**src/rtl/mm_pkg.sv**
```systemverilog
// mm_pkg: shared constants, codes, types and helpers of the matrix multiply block
// no dependencies
package mm_pkg;

  localparam int MAX_DIM     = 8;
  localparam int VALUE_BITS  = 16;

  localparam int IN_BITS     = 16;
  localparam int DIM_FIELD   = 4;
  localparam int POS_BITS    = 3;
  localparam int ACC_BITS    = 35;
  localparam int PROD_BITS   = 2 * VALUE_BITS;
  localparam int CELLS       = MAX_DIM * MAX_DIM;
  localparam int ADDR_BITS   = $clog2(CELLS);
  localparam int IDX_BITS    = $clog2(MAX_DIM);
  localparam int CNT_BITS    = $clog2(MAX_DIM + 1);

  typedef enum logic [1:0] {
    OP_LOAD_LEFT  = 2'd0,
    OP_LOAD_RIGHT = 2'd1,
    OP_COMPUTE    = 2'd2
  } op_t;

  typedef enum logic [1:0] {
    CFG_ROWS_A     = 2'd0,
    CFG_INNER_SIZE = 2'd1,
    CFG_COLS_B     = 2'd2
  } cfg_index_t;

  typedef enum logic [1:0] {
    S_IDLE,
    S_MAC,
    S_WAIT
  } state_t;

  typedef struct packed {
    logic                 wr_left;
    logic                 wr_right;
    logic [ADDR_BITS-1:0] wr_addr;
    logic                 clear;
    logic                 issue;
    logic [ADDR_BITS-1:0] left_addr;
    logic [ADDR_BITS-1:0] right_addr;
    logic                 load_out;
    logic [POS_BITS-1:0]  row;
    logic [POS_BITS-1:0]  col;
    logic                 last;
  } dp_cmd_t;

  typedef struct packed {
    logic busy;
    logic out_free;
  } dp_stat_t;

  function automatic logic [CNT_BITS-1:0] clamp_dim(input logic [DIM_FIELD-1:0] d);
    logic [CNT_BITS-1:0] r;
    if (d > DIM_FIELD'(MAX_DIM)) r = CNT_BITS'(MAX_DIM);
    else r = CNT_BITS'(d);
    return r;
  endfunction

  // stored element: low bits of the loaded word, zero above it
  function automatic logic [VALUE_BITS-1:0] fit_value(input logic [IN_BITS-1:0] v);
    logic [VALUE_BITS-1:0] f;
    f = '0;
    for (int i = 0; i < VALUE_BITS; i++) begin
      if (i < IN_BITS) f[i] = v[i];
    end
    return f;
  endfunction

endpackage

```
**src/rtl/mm_in_if.sv**
```systemverilog
// mm_in_if: input item channel (load and compute transactions)
// depends on mm_pkg
interface mm_in_if;
  logic                          valid;
  logic                          ready;
  logic [1:0]                    op;
  logic [mm_pkg::POS_BITS-1:0]   row_index;
  logic [mm_pkg::POS_BITS-1:0]   col_index;
  logic signed [mm_pkg::IN_BITS-1:0] element_value;

  modport source (output valid, op, row_index, col_index, element_value, input ready);
  modport sink (input valid, op, row_index, col_index, element_value, output ready);
endinterface

```
**src/rtl/mm_out_if.sv**
```systemverilog
// mm_out_if: result element channel
// depends on mm_pkg
interface mm_out_if;
  logic                               valid;
  logic                               ready;
  logic signed [mm_pkg::ACC_BITS-1:0] product_value;
  logic [mm_pkg::POS_BITS-1:0]        result_row;
  logic [mm_pkg::POS_BITS-1:0]        result_col;
  logic                               last;

  modport source (output valid, product_value, result_row, result_col, last, input ready);
  modport sink (input valid, product_value, result_row, result_col, last, output ready);
endinterface

```
**src/rtl/mm_cfg_if.sv**
```systemverilog
// mm_cfg_if: configuration register write channel
// depends on mm_pkg
interface mm_cfg_if;
  logic                           valid;
  logic                           ready;
  logic [1:0]                     index;
  logic [mm_pkg::DIM_FIELD-1:0]   data;

  modport source (output valid, index, data, input ready);
  modport sink (input valid, index, data, output ready);
endinterface

```
**src/rtl/matrix_multiply.sv**
```systemverilog
// matrix_multiply: top level, C = A x B over signed Q8.8 elements, Q19.16 results
// depends on mm_pkg, mm_in_if, mm_out_if, mm_cfg_if, mm_ctrl, mm_datapath
//
// Load transactions write one element of A (op 0) or B (op 1); a load with a row or column
// at or above MAX_DIM is dropped. A compute transaction (op 2) streams rows_a x cols_b
// results in row-major order with last on the final one, and occupies the block until the
// last of them is in the result register: one multiply-accumulate unit does one product per
// cycle within an element, and each element passes the registered store read, the product
// register and the transfer into the result register, held off until that register is free.
// With inner_size zero every element is zero. Dimension registers above MAX_DIM act as
// MAX_DIM; zero rows or columns give no results. The result register lets the next element
// be computed, or the next transaction accepted, while a result waits.
module matrix_multiply (
  input  logic       clk,
  input  logic       rst,
  mm_in_if.sink      item,
  mm_out_if.source   result,
  mm_cfg_if.sink     cfg
);

  mm_pkg::dp_cmd_t  cmd;
  mm_pkg::dp_stat_t stat;

  mm_ctrl u_ctrl (
    .clk        (clk),
    .rst        (rst),
    .item_valid (item.valid),
    .item_ready (item.ready),
    .op         (item.op),
    .row_index  (item.row_index),
    .col_index  (item.col_index),
    .cfg        (cfg),
    .cmd        (cmd),
    .stat       (stat)
  );

  mm_datapath u_datapath (
    .clk           (clk),
    .rst           (rst),
    .cmd           (cmd),
    .stat          (stat),
    .element_value (item.element_value),
    .result        (result)
  );

endmodule

```
**src/rtl/mm_datapath.sv**
```systemverilog
// mm_datapath: element stores, multiply-accumulate pipeline and result register
// depends on mm_pkg, mm_out_if
module mm_datapath (
  input  logic                                clk,
  input  logic                                rst,
  input  mm_pkg::dp_cmd_t                     cmd,
  output mm_pkg::dp_stat_t                    stat,
  input  logic signed [mm_pkg::IN_BITS-1:0]   element_value,
  mm_out_if.source                            result
);

  logic [mm_pkg::VALUE_BITS-1:0] left_mem  [mm_pkg::CELLS];
  logic [mm_pkg::VALUE_BITS-1:0] right_mem [mm_pkg::CELLS];
  logic [mm_pkg::VALUE_BITS-1:0] left_rd;
  logic [mm_pkg::VALUE_BITS-1:0] right_rd;
  logic signed [mm_pkg::PROD_BITS-1:0] prod;
  logic signed [mm_pkg::ACC_BITS-1:0]  acc;
  logic                                mac_v1;
  logic                                mac_v2;
  logic                                out_valid;
  logic signed [mm_pkg::ACC_BITS-1:0]  out_value;
  logic [mm_pkg::POS_BITS-1:0]         out_row;
  logic [mm_pkg::POS_BITS-1:0]         out_col;
  logic                                out_last;

  always_ff @(posedge clk) begin
    if (cmd.wr_left) left_mem[cmd.wr_addr] <= mm_pkg::fit_value(element_value);
    if (cmd.wr_right) right_mem[cmd.wr_addr] <= mm_pkg::fit_value(element_value);
    left_rd  <= left_mem[cmd.left_addr];
    right_rd <= right_mem[cmd.right_addr];
  end

  always_ff @(posedge clk) begin
    prod <= $signed(left_rd) * $signed(right_rd);
    if (cmd.clear) acc <= '0;
    else if (mac_v2) acc <= acc + mm_pkg::ACC_BITS'(prod);
  end

  always_ff @(posedge clk) begin
    if (rst) begin
      mac_v1 <= 1'b0;
      mac_v2 <= 1'b0;
    end else begin
      mac_v1 <= cmd.issue;
      mac_v2 <= mac_v1;
    end
  end

  always_ff @(posedge clk) begin
    if (rst) begin
      out_valid <= 1'b0;
    end else if (cmd.load_out) begin
      out_valid <= 1'b1;
    end else if (result.ready) begin
      out_valid <= 1'b0;
    end
  end

  always_ff @(posedge clk) begin
    if (cmd.load_out) begin
      out_value <= acc;
      out_row   <= cmd.row;
      out_col   <= cmd.col;
      out_last  <= cmd.last;
    end
  end

  assign stat.busy     = mac_v1 | mac_v2;
  assign stat.out_free = !out_valid || result.ready;

  assign result.valid         = out_valid;
  assign result.product_value = out_value;
  assign result.result_row    = out_row;
  assign result.result_col    = out_col;
  assign result.last          = out_last;

endmodule

```
**src/rtl/mm_ctrl.sv**
```systemverilog
// mm_ctrl: configuration registers and sequencer over rows, columns and inner index
// depends on mm_pkg, mm_cfg_if
module mm_ctrl (
  input  logic               clk,
  input  logic               rst,
  input  logic               item_valid,
  output logic               item_ready,
  input  logic [1:0]         op,
  input  logic [mm_pkg::POS_BITS-1:0] row_index,
  input  logic [mm_pkg::POS_BITS-1:0] col_index,
  mm_cfg_if.sink             cfg,
  output mm_pkg::dp_cmd_t    cmd,
  input  mm_pkg::dp_stat_t   stat
);

  mm_pkg::state_t                state, state_next;
  logic [mm_pkg::DIM_FIELD-1:0]  rows_a, inner_size, cols_b;
  logic [mm_pkg::CNT_BITS-1:0]   nr, nk, nc, nr_next, nk_next, nc_next;
  logic [mm_pkg::IDX_BITS-1:0]   r, c, k, r_next, c_next, k_next;
  logic                          in_range;
  logic                          last_k, last_c, last_elem;

  assign cfg.ready = 1'b1;

  always_ff @(posedge clk) begin
    if (rst) begin
      rows_a     <= mm_pkg::DIM_FIELD'(8);
      inner_size <= mm_pkg::DIM_FIELD'(8);
      cols_b     <= mm_pkg::DIM_FIELD'(8);
    end else if (cfg.valid) begin
      unique case (cfg.index)
        mm_pkg::CFG_ROWS_A:     rows_a     <= cfg.data;
        mm_pkg::CFG_INNER_SIZE: inner_size <= cfg.data;
        mm_pkg::CFG_COLS_B:     cols_b     <= cfg.data;
        default: ;
      endcase
    end
  end

  always_ff @(posedge clk) begin
    if (rst) begin
      state <= mm_pkg::S_IDLE;
      nr    <= '0;
      nk    <= '0;
      nc    <= '0;
      r     <= '0;
      c     <= '0;
      k     <= '0;
    end else begin
      state <= state_next;
      nr    <= nr_next;
      nk    <= nk_next;
      nc    <= nc_next;
      r     <= r_next;
      c     <= c_next;
      k     <= k_next;
    end
  end

  assign in_range = ({1'b0, row_index} < 4'(mm_pkg::MAX_DIM)) &&
                    ({1'b0, col_index} < 4'(mm_pkg::MAX_DIM));
  assign last_k    = (mm_pkg::CNT_BITS'(k) + mm_pkg::CNT_BITS'(1)) == nk;
  assign last_c    = (mm_pkg::CNT_BITS'(c) + mm_pkg::CNT_BITS'(1)) == nc;
  assign last_elem = last_c && ((mm_pkg::CNT_BITS'(r) + mm_pkg::CNT_BITS'(1)) == nr);

  always_comb begin
    state_next = state;
    nr_next    = nr;
    nk_next    = nk;
    nc_next    = nc;
    r_next     = r;
    c_next     = c;
    k_next     = k;
    item_ready = 1'b0;

    cmd            = '0;
    cmd.wr_addr    = mm_pkg::ADDR_BITS'(mm_pkg::ADDR_BITS'(row_index) *
                     mm_pkg::ADDR_BITS'(mm_pkg::MAX_DIM) + mm_pkg::ADDR_BITS'(col_index));
    cmd.left_addr  = mm_pkg::ADDR_BITS'(mm_pkg::ADDR_BITS'(r) *
                     mm_pkg::ADDR_BITS'(mm_pkg::MAX_DIM) + mm_pkg::ADDR_BITS'(k));
    cmd.right_addr = mm_pkg::ADDR_BITS'(mm_pkg::ADDR_BITS'(k) *
                     mm_pkg::ADDR_BITS'(mm_pkg::MAX_DIM) + mm_pkg::ADDR_BITS'(c));
    cmd.row        = mm_pkg::POS_BITS'(r);
    cmd.col        = mm_pkg::POS_BITS'(c);
    cmd.last       = last_elem;

    unique case (state)
      mm_pkg::S_IDLE: begin
        item_ready = 1'b1;
        if (item_valid) begin
          unique case (op)
            mm_pkg::OP_LOAD_LEFT:  cmd.wr_left  = in_range;
            mm_pkg::OP_LOAD_RIGHT: cmd.wr_right = in_range;
            mm_pkg::OP_COMPUTE: begin
              cmd.clear = 1'b1;
              nr_next   = mm_pkg::clamp_dim(rows_a);
              nk_next   = mm_pkg::clamp_dim(inner_size);
              nc_next   = mm_pkg::clamp_dim(cols_b);
              r_next    = '0;
              c_next    = '0;
              k_next    = '0;
              if (nr_next == '0 || nc_next == '0) state_next = mm_pkg::S_IDLE;
              else if (nk_next == '0) state_next = mm_pkg::S_WAIT;
              else state_next = mm_pkg::S_MAC;
            end
            default: ;
          endcase
        end
      end
      mm_pkg::S_MAC: begin
        cmd.issue = 1'b1;
        if (last_k) begin
          k_next     = '0;
          state_next = mm_pkg::S_WAIT;
        end else begin
          k_next = k + mm_pkg::IDX_BITS'(1);
        end
      end
      mm_pkg::S_WAIT: begin
        if (!stat.busy && stat.out_free) begin
          cmd.load_out = 1'b1;
          cmd.clear    = 1'b1;
          if (last_elem) begin
            state_next = mm_pkg::S_IDLE;
          end else begin
            if (last_c) begin
              c_next = '0;
              r_next = r + mm_pkg::IDX_BITS'(1);
            end else begin
              c_next = c + mm_pkg::IDX_BITS'(1);
            end
            state_next = (nk == '0) ? mm_pkg::S_WAIT : mm_pkg::S_MAC;
          end
        end
      end
      default: state_next = mm_pkg::S_IDLE;
    endcase
  end

endmodule

```
**src/flat_wrapper.sv**
```systemverilog
// flat-port wrapper written by rule: the top's interface ports become plain ports
module matrix_multiply_flat 
  (clk, rst, item_valid, item_op, item_row_index, item_col_index, item_element_value, item_ready, result_valid, result_product_value, result_result_row, result_result_col, result_last, result_ready, cfg_valid, cfg_index, cfg_data, cfg_ready);
  mm_in_if item_i ();
  mm_out_if result_i ();
  mm_cfg_if cfg_i ();
  input  logic clk;
  input  logic rst;
  input wire logic [$bits(item_i.valid)-1:0] item_valid;
  input wire logic [$bits(item_i.op)-1:0] item_op;
  input wire logic [$bits(item_i.row_index)-1:0] item_row_index;
  input wire logic [$bits(item_i.col_index)-1:0] item_col_index;
  input wire logic [$bits(item_i.element_value)-1:0] item_element_value;
  output wire logic [$bits(item_i.ready)-1:0] item_ready;
  output wire logic [$bits(result_i.valid)-1:0] result_valid;
  output wire logic [$bits(result_i.product_value)-1:0] result_product_value;
  output wire logic [$bits(result_i.result_row)-1:0] result_result_row;
  output wire logic [$bits(result_i.result_col)-1:0] result_result_col;
  output wire logic [$bits(result_i.last)-1:0] result_last;
  input wire logic [$bits(result_i.ready)-1:0] result_ready;
  input wire logic [$bits(cfg_i.valid)-1:0] cfg_valid;
  input wire logic [$bits(cfg_i.index)-1:0] cfg_index;
  input wire logic [$bits(cfg_i.data)-1:0] cfg_data;
  output wire logic [$bits(cfg_i.ready)-1:0] cfg_ready;
  assign item_i.valid = item_valid;
  assign item_i.op = item_op;
  assign item_i.row_index = item_row_index;
  assign item_i.col_index = item_col_index;
  assign item_i.element_value = item_element_value;
  assign item_ready = item_i.ready;
  assign result_valid = result_i.valid;
  assign result_product_value = result_i.product_value;
  assign result_result_row = result_i.result_row;
  assign result_result_col = result_i.result_col;
  assign result_last = result_i.last;
  assign result_i.ready = result_ready;
  assign cfg_i.valid = cfg_valid;
  assign cfg_i.index = cfg_index;
  assign cfg_i.data = cfg_data;
  assign cfg_ready = cfg_i.ready;
  matrix_multiply u_core (.clk(clk), .rst(rst), .item(item_i), .result(result_i), .cfg(cfg_i));
endmodule
```
**config.mk**
```make
export PLATFORM = sky130hd
export DESIGN_NAME = matrix_multiply_flat
export DESIGN_NICKNAME = d
export VERILOG_FILES = /design/src/rtl/mm_pkg.sv /design/src/rtl/mm_in_if.sv /design/src/rtl/mm_out_if.sv /design/src/rtl/mm_cfg_if.sv /design/src/rtl/matrix_multiply.sv /design/src/rtl/mm_datapath.sv /design/src/rtl/mm_ctrl.sv /design/src/flat_wrapper.sv
export SDC_FILE = /design/constraint.sdc
export NUM_CORES = 2
export LEC_CHECK = 0
export BUFFER_PORTS_ARGS = -buffer_cell sky130_fd_sc_hd__clkbuf_2
export CAP_MARGIN = 20
export CELL_PAD_IN_SITES_DETAIL_PLACEMENT = 1
export CELL_PAD_IN_SITES_GLOBAL_PLACEMENT = 1
export CORE_ASPECT_RATIO = 2
export CORE_MARGIN = 2
export CORE_UTILIZATION = 40
export CTS_CLUSTER_SIZE = 20
export DETAILED_ROUTE_END_ITERATION = 16
export GPL_TIMING_DRIVEN = 0
export PLACE_DENSITY = 0.71
export RECOVER_POWER = 25
export SETUP_SLACK_MARGIN = 0.1
export SLEW_MARGIN = 10
export SYNTH_ARGS = -nofsm -noshare
export SYNTH_HDL_FRONTEND = slang
export SYNTH_SLANG_ARGS = --single-unit
export TNS_END_PERCENT = 20
```
**constraint.sdc**
```tcl
create_clock -name clk -period 5.7 [get_ports clk]
set_input_delay 0.285 -clock clk [delete_from_list [all_inputs] [get_ports clk]]
set_output_delay 0.285 -clock clk [all_outputs]
set_load 0.02 [all_outputs]
```
==> results.txt <==
XOR/XNOR share of the synthesized area = 0.666%
Final period util = 108%
Routed Antenna Nets = 0
CP Class = flop to flop
simple-gate share of the synthesized area = 3.68%
post-synth cell types = 68
final worst setup slack = -444 ps
crit-path max FO = 5
footprint of the multi-input gates = 0.0288 mm2
initial antenna violation count = 22
Max-Cap Viols = 25
Starting Density = 40.2%
Layout Nets = 6498
RSZ-0062 raised after global routing = yes
register area share after synthesis = 68.2%
H-tree lvl count = 4
Clk Latency, worst-skew pair = 880 ps
Synth Cell Area = 0.0960 mm2
number of remaining DRC errors = 0
via/cell ratio = 5.63
f_max = 0.163 GHz
post-synthesis compound-gate area fraction = 4.76%
status = complete, but fails checks
Seq. cell area = 0.0656 mm2
Final HPWL DP = 227000 um
largest net degree at the start of global routing = 129
dpl ws = -1690 ps
TNS Setup = -2520 ps
Via Count = 53200
Final Util = 46.3%
die area = 0.244 mm2
First-pass DRT Iterations = 5
DR WL/cell = 32.5 um
WP data required = 6460 ps
leak pwr = 35.8 nW
clk_skew = 71.5 ps
arrival time worst endpoint = 6900 ps
layout cells sized above 1 = 21.8%
FP Rows = 254
port bufs = 74
first-pass GRT wire length = 433000 um
Slew Viols, Final = 1970
Post-synth ARST share = 0%
1st-iter DRT viols = 4040
#FFs+latches synth = 2227
Ys Warns = 0
CTS tree = yes
fillcell total = 23000
CTS Buffer Depth = 4
failing checks = max-capacitance violations, max-slew violations, negative setup slack
critical path launch point type = flop
crit end category = flop
vias in the first global route = 59000
routability cong. = 0.924
portion of netlist area occupied by mux cells = 13.2%
worst slew pin tran = 6370 ps
Worst slew margin = -325%
Die Y = 697 um
Post-Syn Nets = 5999
CTS Sinks = 2227
P&R area growth vs syn = 15.4%
Mean Syn Cell Area = 17.2 um2
Final Setup Violations = 11
Die Wd = 350 um
final hold violations = 0
post-layout min period = 6140 ps
maximum VDD drop = 955 uV
power density over cell area = 546 mW/mm2
Top-Level Pins = 80
adder-cell area share of the yosys netlist = 7.04%
cell count after synthesis = 5582
Num CTS Buffers = 194
Main synth FF type = edfxtp_1
final wirelength = 307000 um
CTS root buffer = clkbuf_16
HP Class = input pin to flop
number of synthesized flops with an enable pin = 2090
Core ar. = 0.239 mm2
Clk pin slew, worst setup/hold paths = 70 ps
GRT Util Overall = 25.3%
GR Overflow Total = 0
main combinational cell family by area after synthesis = multiplexers
[logic make-up after synthesis]
group,Yosys count
other,1
flip-flops,2227
multiplexers,806
adder cells (fa/ha/maj),382
AO/OA/AOI/OAI,745
buffers and inverters,578
AND/OR/NAND/NOR,770
XOR/XNOR,73
[stage by stage]
stage | instance area [um2] | hold slack, ps | power [W] | std cells
finish | 111000 | 172 | 0.0605 | 9446
global route | 111000 | 154 | 0.0645 | 9435
CTS | 111000 | 121 | 0.0602 | 9418
detailed placement | 103000 | 443 | 0.0435 | 8983
global placement | 101000 | 418 | 0.0429 | 8856
floorplan | 96200 | 384 | 0.0371 | 5582
[registers in the layout (all words and copies together), names as in the netlist]
name / count
u_core.u_ctrl.k: 3
u_core.u_ctrl.r: 3
u_core.u_ctrl.nr: 4
u_core.u_datapath.prod: 32
u_core.u_ctrl.nc: 4
u_core.u_ctrl.inner_size: 4
u_core.u_datapath.result.product_value: 35
u_core.u_datapath.left_mem: 1024
u_core.u_datapath.result.last: 1
u_core.u_datapath.acc: 35
u_core.u_datapath.result.result_row: 3
u_core.u_datapath.mac_v1: 1
u_core.u_datapath.right_rd: 16
u_core.u_datapath.mac_v2: 1
u_core.u_ctrl.nk: 4
u_core.u_datapath.right_mem: 1024
u_core.u_ctrl.rows_a: 4
u_core.u_datapath.left_rd: 16
u_core.u_ctrl.c: 3
u_core.u_ctrl.state: 2
u_core.u_datapath.result.valid: 1
u_core.u_ctrl.cols_b: 4
u_core.u_datapath.result.result_col: 3
[final timing paths]
check,from,endpoint,slack (ps),depth (start not counted)
max reg2reg,u_core.u_datapath.left_rd[7],u_core.u_datapath.prod[30],-440,23
min reg2reg,u_core.u_ctrl.r[2],u_core.u_datapath.result.result_row[2],460,0
max,u_core.u_datapath.left_rd[7],u_core.u_datapath.prod[30],-440,23
min,item_op[0],u_core.u_ctrl.nc[2],170,5
[synth_stat cells (8+ instances only)]
library cell	number	area [um2]
edfxtp_1	2090	62800
mux4_2	360	8110
mux2i_1	350	3500
inv_1	301	1130
nand2_1	283	1060
a21oi_1	263	1320
fa_1	263	5270
nor2_1	236	886
clkbuf_1	166	623
dfxtp_1	137	2740
and2_1	128	801
o21ai_0	120	601
ha_1	119	1490
o22ai_1	112	701
mux2_2	96	1080
o221ai_1	96	841
buf_2	81	405
xnor2_1	56	490
o21ai_1	30	150
a211oi_1	29	218
a21o_1	22	165
nand3b_1	22	165
buf_1	21	78.8
xor2_1	17	149
nand2b_1	16	100
nand3_1	16	80.1
nor2b_1	16	100
nor3_1	16	80.1
a31oi_1	15	93.8
o21a_1	13	97.6
buf_4	9	67.6
o21bai_1	8	60.1
[power breakdown]
group,switching (W),leakage (nW),internal [W]
clock,0.00604,3.08,0.00745
combinational,0.0153,12.8,0.0128
sequential,0.000237,19.9,0.0186
total,0.0216,35.8,0.0389
[worst max-delay path, cell delays in order, from the launching register on]
cell and delay, ps:
dfxtp_4 410, clkbuf_16 160, buf_4 120, buf_12 90
nand2_1 80, fa_1 490, fa_1 470, fa_1 460
fa_1 490, inv_1 50, fa_1 540, fa_1 440
ha_4 270, a21o_1 200, a21oi_2 150, o21ai_1 110
a221oi_2 240, buf_4 170, a21boi_4 70, and2_4 170
o211a_1 210, o21a_1 200, o21a_1 190, o311ai_1 220
[metal layers]
layer	share of wire (%)	vias up	track usage, %	routed length, um
li1	-	22500	-	-
met1	30	27900	22.7	90800
met5	0.011	-	0	33
met2	55	1827	47.9	168000
met3	3.8	912	3.01	11700
met4	12	6	24.3	36400
[cell type report]
cell class | instances | area share (%)
diodes | 21 | 0.0474
plain buffers | 277 | 1.52
clock buffers | 231 | 4.58
clock inverters | 109 | 1.11
inverters | 301 | 1.02
multi-input cells | 2777 | 26.0
flip-flops and latches | 2227 | 59.2
well taps | 3200 | 3.62
repair buffers | 303 | 2.82
[repair_timing]
item	4_1_cts	5_1_grt
gates resized for setup	176	11
cloned	0	0
hold buffers	33	0
endpoints found under the setup margin	21	18
setup buffers	62	5
pin swaps	39	17
hold endpoints to repair	441	0
[cells in the final DEF, fill, tap and decap left out, types with 24 or more instances in the layout]
cell,netlist,routed
a211oi_1,29,26
a21oi_1,263,252
and2_1,128,120
buf_2,81,84
buf_4,9,71
buf_8,0,90
bufinv_16,0,24
clkbuf_1,166,174
clkbuf_16,0,214
clkbuf_2,0,82
clkinv_1,0,29
clkinv_2,0,33
dfxtp_1,137,106
dfxtp_4,0,30
dlygate4sd3_1,0,33
edfxtp_1,2090,2090
fa_1,263,253
ha_1,119,110
inv_1,301,294
mux2_2,96,96
mux2i_1,350,350
mux4_2,360,360
nand2_1,283,277
nor2_1,236,107
nor2_2,0,129
o21ai_0,120,117
o21ai_1,30,30
o221ai_1,96,96
o22ai_1,112,111
xnor2_1,56,55
No activity file was read; power rests on OpenSTA's default activity.
